**src/sv/fxsg_pkg.sv**
```systemverilog
// Shared types and constants for the FIPS 186-2 SHA-1 generator.
`default_nettype none
package fxsg_pkg;
    localparam logic [31:0] IV0 = 32'h67452301;
    localparam logic [31:0] IV1 = 32'hEFCDAB89;
    localparam logic [31:0] IV2 = 32'h98BADCFE;
    localparam logic [31:0] IV3 = 32'h10325476;
    localparam logic [31:0] IV4 = 32'hC3D2E1F0;
    localparam logic CMD_LOAD = 1'b0;
    localparam logic CMD_GEN  = 1'b1;

    typedef struct packed {
        logic load;      // write key word
        logic start;     // init working vars, round counter to 0
        logic round;     // run one round
        logic finish;    // add IV into digest
        logic update;    // xkey = xkey + 1 + x, clear upper words
        logic shift_out; // advance output word
    } ctrl_t;

    typedef struct packed {
        logic last_round;
    } stat_t;

    function automatic logic [31:0] rotl(input logic [31:0] v, input int unsigned n);
        rotl = (v << n) | (v >> (32 - n));
    endfunction
endpackage
`default_nettype wire

```
**src/sv/fxsg_datapath.sv**
```systemverilog
// Key store, message schedule window, SHA-1 round unit and xkey update.
`default_nettype none
module fxsg_datapath
(
    input  wire logic           clk,
    input  wire logic           rst_n,
    input  wire fxsg_pkg::ctrl_t ctrl,
    input  wire logic [3:0]     word_index,
    input  wire logic [31:0]    key_word,
    output fxsg_pkg::stat_t     stat,
    output logic [31:0]         out_word
);
    logic [31:0] key_reg [16];
    logic [31:0] w_reg [16];
    logic [31:0] a_reg, b_reg, c_reg, d_reg, e_reg;
    logic [31:0] x_reg [5];
    logic [6:0]  rnd_reg;
    logic [31:0] f, k, t, wnew;
    logic [159:0] sum;

    always_comb
    begin
        if (rnd_reg < 7'd20)
        begin
            f = (b_reg & c_reg) | (~b_reg & d_reg); k = 32'h5A827999;
        end
        else if (rnd_reg < 7'd40)
        begin
            f = b_reg ^ c_reg ^ d_reg; k = 32'h6ED9EBA1;
        end
        else if (rnd_reg < 7'd60)
        begin
            f = (b_reg & c_reg) | (b_reg & d_reg) | (c_reg & d_reg); k = 32'h8F1BBCDC;
        end
        else
        begin
            f = b_reg ^ c_reg ^ d_reg; k = 32'hCA62C1D6;
        end
        t = fxsg_pkg::rotl(a_reg, 5) + f + e_reg + k + w_reg[0];
        wnew = fxsg_pkg::rotl(w_reg[13] ^ w_reg[8] ^ w_reg[2] ^ w_reg[0], 1);
        sum = {key_reg[0], key_reg[1], key_reg[2], key_reg[3], key_reg[4]}
            + {x_reg[0], x_reg[1], x_reg[2], x_reg[3], x_reg[4]} + 160'd1;
    end

    assign stat.last_round = (rnd_reg == 7'd79);
    assign out_word = x_reg[0];

    always_ff @(posedge clk or negedge rst_n)
    begin
        if (!rst_n)
        begin
            for (int i = 0; i < 16; i++)
                key_reg[i] <= '0;
        end
        else if (ctrl.load)
            key_reg[word_index] <= key_word;
        else if (ctrl.update)
        begin
            for (int i = 0; i < 5; i++)
                key_reg[i] <= sum[159 - 32*i -: 32];
            for (int i = 5; i < 16; i++)
                key_reg[i] <= '0;
        end
    end

    always_ff @(posedge clk or negedge rst_n)
    begin
        if (!rst_n)
            rnd_reg <= '0;
        else if (ctrl.start)
            rnd_reg <= '0;
        else if (ctrl.round)
            rnd_reg <= rnd_reg + 7'd1;
    end

    always_ff @(posedge clk)
    begin
        if (ctrl.start)
        begin
            for (int i = 0; i < 16; i++)
                w_reg[i] <= key_reg[i];
            a_reg <= fxsg_pkg::IV0; b_reg <= fxsg_pkg::IV1; c_reg <= fxsg_pkg::IV2;
            d_reg <= fxsg_pkg::IV3; e_reg <= fxsg_pkg::IV4;
        end
        else if (ctrl.round)
        begin
            for (int i = 0; i < 15; i++)
                w_reg[i] <= w_reg[i+1];
            w_reg[15] <= wnew;
            e_reg <= d_reg; d_reg <= c_reg; c_reg <= fxsg_pkg::rotl(b_reg, 30);
            b_reg <= a_reg; a_reg <= t;
        end
        if (ctrl.finish)
        begin
            x_reg[0] <= fxsg_pkg::IV0 + a_reg; x_reg[1] <= fxsg_pkg::IV1 + b_reg;
            x_reg[2] <= fxsg_pkg::IV2 + c_reg; x_reg[3] <= fxsg_pkg::IV3 + d_reg;
            x_reg[4] <= fxsg_pkg::IV4 + e_reg;
        end
        else if (ctrl.shift_out)
        begin
            for (int i = 0; i < 4; i++)
                x_reg[i] <= x_reg[i+1];
            x_reg[4] <= x_reg[0];
        end
    end
endmodule
`default_nettype wire

```
**src/sv/fxsg_ctrl.sv**
```systemverilog
// Sequencer for load, compression rounds, digest output and xkey update.
`default_nettype none
module fxsg_ctrl
(
    input  wire logic        clk,
    input  wire logic        rst_n,
    input  wire logic        s_tvalid,
    output logic             s_tready,
    input  wire logic        command,
    output logic             m_tvalid,
    input  wire logic        m_tready,
    output logic             m_tlast,
    input  wire fxsg_pkg::stat_t stat,
    output fxsg_pkg::ctrl_t  ctrl
);
    localparam logic [2:0] ST_IDLE = 3'd0;
    localparam logic [2:0] ST_ROUND = 3'd1;
    localparam logic [2:0] ST_FINISH = 3'd2;
    localparam logic [2:0] ST_UPDATE = 3'd3;
    localparam logic [2:0] ST_OUT = 3'd4;

    logic [2:0] state_reg, state_next;
    logic [2:0] cnt_reg, cnt_next;
    logic s_acc, m_acc;

    assign s_tready = (state_reg == ST_IDLE);
    assign s_acc = s_tvalid && s_tready;
    assign m_tvalid = (state_reg == ST_OUT);
    assign m_tlast = (cnt_reg == 3'd4);
    assign m_acc = m_tvalid && m_tready;

    always_comb
    begin
        state_next = state_reg;
        cnt_next = cnt_reg;
        ctrl = '0;
        case (state_reg)
            ST_IDLE:
            begin
                if (s_acc && command == fxsg_pkg::CMD_LOAD)
                    ctrl.load = 1'b1;
                else if (s_acc)
                begin
                    ctrl.start = 1'b1;
                    state_next = ST_ROUND;
                end
            end
            ST_ROUND:
            begin
                ctrl.round = 1'b1;
                if (stat.last_round)
                    state_next = ST_FINISH;
            end
            ST_FINISH:
            begin
                ctrl.finish = 1'b1;
                state_next = ST_UPDATE;
            end
            ST_UPDATE:
            begin
                ctrl.update = 1'b1;
                cnt_next = '0;
                state_next = ST_OUT;
            end
            ST_OUT:
            begin
                if (m_acc)
                begin
                    ctrl.shift_out = 1'b1;
                    cnt_next = cnt_reg + 3'd1;
                    if (cnt_reg == 3'd4)
                        state_next = ST_IDLE;
                end
            end
            default: state_next = ST_IDLE;
        endcase
    end

    always_ff @(posedge clk or negedge rst_n)
    begin
        if (!rst_n)
        begin
            state_reg <= ST_IDLE;
            cnt_reg <= '0;
        end
        else
        begin
            state_reg <= state_next;
            cnt_reg <= cnt_next;
        end
    end

    a_no_in_busy: assert property (@(posedge clk) disable iff (!rst_n)
        state_reg != ST_IDLE |-> !s_tready) else $error("input taken while busy");
    a_cnt_range: assert property (@(posedge clk) disable iff (!rst_n)
        m_tvalid |-> cnt_reg <= 3'd4) else $error("output count overrun");
    a_round_end: assert property (@(posedge clk) disable iff (!rst_n)
        state_reg == ST_FINISH |-> $past(stat.last_round)) else $error("early finish");
endmodule
`default_nettype wire

```
**src/sv/fips186_xkey_sha1_generator.sv**
```systemverilog
// Top level of the FIPS 186-2 SHA-1 based generator.
// A load word (command 0) writes one key word. A generate word
// (command 1) runs one SHA-1 compression of the key block in a single shared
// round unit: accept, 80 rounds, digest and xkey update, then five output
// words, h0 first, the fifth with tlast. One item is in work at a time.
`default_nettype none
module fips186_xkey_sha1_generator
(
    input  wire logic        clk,
    input  wire logic        rst_n,
    input  wire logic        s_tvalid,
    output logic             s_tready,
    input  wire logic [39:0] s_tdata,  // word_index[3:0], key_word[35:4], zero fill
    input  wire logic        s_tuser,  // command
    output logic             m_tvalid,
    input  wire logic        m_tready,
    output logic [31:0]      m_tdata,  // random_word
    output logic             m_tlast
);
    fxsg_pkg::ctrl_t ctrl;
    fxsg_pkg::stat_t stat;

    fxsg_ctrl u_ctrl
    (
        .clk(clk), .rst_n(rst_n), .s_tvalid(s_tvalid), .s_tready(s_tready),
        .command(s_tuser), .m_tvalid(m_tvalid), .m_tready(m_tready),
        .m_tlast(m_tlast), .stat(stat), .ctrl(ctrl)
    );

    fxsg_datapath u_dp
    (
        .clk(clk), .rst_n(rst_n), .ctrl(ctrl), .word_index(s_tdata[3:0]),
        .key_word(s_tdata[35:4]), .stat(stat), .out_word(m_tdata)
    );
endmodule
`default_nettype wire

```
**config.mk**
```make
export PLATFORM = sky130hd
export DESIGN_NAME = fips186_xkey_sha1_generator
export DESIGN_NICKNAME = d
export VERILOG_FILES = /design/src/sv/fxsg_pkg.sv /design/src/sv/fxsg_datapath.sv /design/src/sv/fxsg_ctrl.sv /design/src/sv/fips186_xkey_sha1_generator.sv
export SDC_FILE = /design/constraint.sdc
export NUM_CORES = 2
export LEC_CHECK = 0
export BUFFER_PORTS_ARGS = -buffer_cell sky130_fd_sc_hd__buf_4
export CAP_MARGIN = 25
export CELL_PAD_IN_SITES_DETAIL_PLACEMENT = 1
export CELL_PAD_IN_SITES_GLOBAL_PLACEMENT = 2
export CORE_MARGIN = 4
export CORE_UTILIZATION = 37
export CTS_CLUSTER_DIAMETER = 100
export DETAILED_ROUTE_END_ITERATION = 8
export GPL_TIMING_DRIVEN = 0
export PLACE_DENSITY_LB_ADDON = 0.25
export SYNTH_ARGS = -nofsm -noshare
export SYNTH_HDL_FRONTEND = slang
export SYNTH_SLANG_ARGS = --single-unit
```
**constraint.sdc**
```tcl
create_clock -name clk -period 11.5 [get_ports clk]
set_clock_uncertainty 0.15 [all_clocks]
set_input_delay 3.45 -clock clk [delete_from_list [all_inputs] [get_ports clk]]
set_output_delay 3.45 -clock clk [all_outputs]
set_load 0.01 [all_outputs]
```
==> results.txt <==
- The total count of max-transition violations in the final report was 0.
* Die width: about 450 um
* Async SR Flop Fraction: 0.387
- Via count of the first global-routing pass: approximately 64k
* Vias: approximately 65k
- Max H-tree Level: 4
- The worst register-to-register path begins at u_dp.rnd_reg[4]$_DFFE_PN0P_.
- Number of enable-type register cells in the synthesized netlist: roughly 670
- Input and output buffers added on the ports amount to 39.
* Final Hold Viols: 0
* Area added between synthesis and finish: 14.2%
- The routed design could run at a clock period as short as 8900 ps.
- Synth Instances: just under 8k
* Setup bufs post-CTS: 0
* Global-route wire length before repair: a little over 500 mm
- In this run the worst setup path begins at u_dp.rnd_reg[4]$_DFFE_PN0P_.
* Number of top-level pins: 80
* Final worst setup slack: 2600 ps
- Initial Util: 0.373
- Static timing analysis puts the maximum clock frequency at 0.112 GHz.
- Remaining number of nets flagged by the antenna check after routing: 0
* Post-cts hold buffer count: 0
- Inserted Clock Buffers: between 150 and 200
- Rows: roughly 160
- For this run, the register share of the synthesized area comes to 0.497.
* Endpoint of the lowest-slack register-to-register path: u_dp.a_reg[31]$_SDFFE_PP0P_
- At the placement stage, the worst setup path has a slack of between 1500 and 2000 ps.
- In this run the clock root is driven by a clkbuf_16.
* Final period util: 0.774
* Cell Area, Synth: roughly 74000 um^2
- Entering global routing, the biggest net connects ~110 pins.
- Seq cells post-synth: roughly 1.4k
* HPWL after detailed placement: ~300 mm
* Netlist cell types: just under 100
* Area of the placeable core: roughly 200000 um^2
- The critical path ends at u_dp.a_reg[31]$_SDFFE_PP0P_.
- Worst R2R Setup Slack: 2600 ps
- Iteration-0 DRC count of the detailed router: 7916
- After synthesis, the mean cell area works out to just over 9 um^2.
* Vertical extent of the die: roughly 450 um
- Worst skew pair latency: between 800 and 900 ps
- Total detailed-routing wirelength: about 380 mm
* Gr usage total: 0.361
- The Yosys step of the flow raised 0 warnings.
- Clock sink count: ~1.4k
- The congestion estimate from routability-driven global placement came to 1.02.
- Measured against its own limit, the worst slew margin works out to 0.195.
- Layout Nets: between 8k and 9k
- Of the cells placed in the final design, the portion with a size suffix greater than 1 is 0.0807.
- The longest clock path from root to sink contains 3 buffers.
- For this run, design rule violations remaining after detail routing come to 0.
- Crit start category: flop
- Overflow after GRT: 0
- Cell depth of the worst min-delay path: 2
- Filler cells: 22.7k
- The die covers around 210000 um^2.
* TritonCTS clock tree: yes
- Worst setup path category: flop to flop
* Setup violators final: 0
- DRT Pass-1 Iters: 5
* CP max FO: 10
* Actual slew at the worst max-slew pin: between 1000 and 1500 ps
* Number of antenna violations at the first check in global routing: 56
- # resized after CTS: 0
- After clock tree synthesis, the clock-pin slew on the worst setup and hold paths is approximately 60 ps.
- CP Data Arrival Time: between 9000 and 10000 ps
- Among all flip-flop cells after synthesis, the most frequent one is edfxtp_1.
- Class of the tightest hold or removal check: flop to flop
- STA puts the critical path data required time at about 12000 ps.
- RSZ-0062 raised after global routing: false
- After detailed routing, the average wire length per cell comes to roughly 34 um.
- Register-to-Register Path Depth: 27
- Dividing the detail-routed via count by the number of cells gives around 6.
- Share of the core filled with cells in the final layout: 0.425
* Critical Path Sink Type: flop
* Result of the run: finished, final reports clean
* Mapped Nets: ~8.3k
- Number of max-cap violations: 0
## per-stage QoR
| stage | setup TNS (ps) | cells | cell area, um^2 | hold slack, ps |
|---|---|---|---|---|
| finish | 0 | 11000 | 84000 | 318 |
| detailed placement | 0 | 10700 | 78500 | 309 |
| global route | 0 | 11000 | 83900 | 344 |
| floorplan | -413300 | 7939 | 73600 | 285 |
| CTS | 0 | 11000 | 83900 | 317 |
| global placement | -3227260 | 10600 | 77200 | 301 |
## how the worst min path moves through the flow
stage | slack (ps) | startpoint | end
after floorplan | 290 | u_dp.e_reg[1]$_SDFFE_PP0P_ | u_dp.e_reg[1]$_SDFFE_PP0P_
after global placement | 300 | u_dp.e_reg[1]$_SDFFE_PP0P_ | u_dp.e_reg[1]$_SDFFE_PP0P_
after detailed placement | 310 | u_dp.e_reg[1]$_SDFFE_PP0P_ | u_dp.e_reg[1]$_SDFFE_PP0P_
after CTS | 320 | u_dp.e_reg[1]$_SDFFE_PP0P_ | u_dp.e_reg[1]$_SDFFE_PP0P_
after global routing | 340 | u_dp.e_reg[1]$_SDFFE_PP0P_ | u_dp.e_reg[1]$_SDFFE_PP0P_
final | 320 | u_dp.e_reg[1]$_SDFFE_PP0P_ | u_dp.e_reg[1]$_SDFFE_PP0P_
## critical path, stage by stage, from the launching register on
cell and delay, ps:
dfrtp_1 320, clkbuf_1 290, a41oi_1 210, nand2_1 190, clkbuf_1 590, clkinv_1 570
buf_1 530, a221oi_1 680, fa_1 250, inv_1 60, fa_1 530, inv_1 50
fa_1 530, inv_1 80, fa_1 460, a21o_1 170, a21o_1 210, a2111oi_0 770
o31a_1 270, o21ai_1 130, a41o_1 330, a21oi_1 280, nor2b_1 80, o21ai_0 220
nand2_1 110, a41oi_1 370, xnor2_1 140, a22o_1 190
## area by class of cell
cell class | instances | area (um^2) | share of cell area
clock inverter | 74 | 792 | 0.00943
sequential | 1357 | 36500 | 0.435
timing repair buffer | 113 | 1580 | 0.0188
buffer | 569 | 2340 | 0.0278
tap | 2640 | 3300 | 0.0393
multi-input combinational | 5803 | 34000 | 0.405
inverter | 210 | 792 | 0.00943
antenna | 27 | 67.6 | 0.000804
clock buffer | 228 | 4560 | 0.0543
## routing by layer
layer	global-route usage	up-vias	routed length [um]
met5	0	-	161
met4	0.180	24	21700
met3	0.0861	621	35200
met2	0.536	2896	163000
met1	0.494	33800	158000
li1	-	27900	-
## synth_stat cells, drive strengths merged (35+ instances only)
| cell type | number | area, um^2 |
|---|---|---|
| dfrtp | 525 | 13100 |
| fa | 115 | 2300 |
| o21ai | 838 | 4200 |
| nand2b | 35 | 219 |
| nand4 | 86 | 538 |
| edfxtp | 672 | 20200 |
| clkbuf | 514 | 1930 |
| a22oi | 149 | 1120 |
| o21bai | 51 | 383 |
| xnor2 | 287 | 2510 |
| nand2 | 2289 | 8600 |
| ha | 210 | 2630 |
| nor3 | 63 | 315 |
| a21oi | 411 | 2070 |
| nor2 | 331 | 1240 |
| xor2 | 140 | 1230 |
| a21o | 102 | 767 |
| dfxtp | 160 | 3200 |
| mux2 | 161 | 1810 |
| buf | 55 | 345 |
| inv | 208 | 781 |
| nand3 | 108 | 541 |
## cell families after synthesis
group / Yosys count / synth area share
buf+inv: 779 / 0.0416
mux: 192 / 0.0289
fa+ha+maj: 325 / 0.0670
compound gates: 1823 / 0.148
simple gates: 3036 / 0.167
xor+xnor: 427 / 0.0509
flops: 1357 / 0.497
## layout by cell type (no fill, tap or decap), drive strengths merged, types with 102 or more instances in the layout
master,netlist,layout
nand2,2289,2289
o21ai,838,838
clkbuf,514,742
edfxtp,672,672
dfrtp,525,525
a21oi,411,411
nor2,331,331
xnor2,287,287
inv,208,211
ha,210,210
buf,55,168
mux2,161,161
dfxtp,160,160
a22oi,149,149
xor2,140,140
fa,115,115
nand3,108,108
a21o,102,102
Power is not shown: default switching activity piles up to over one toggle a cycle in this logic, so the estimate is an artifact.
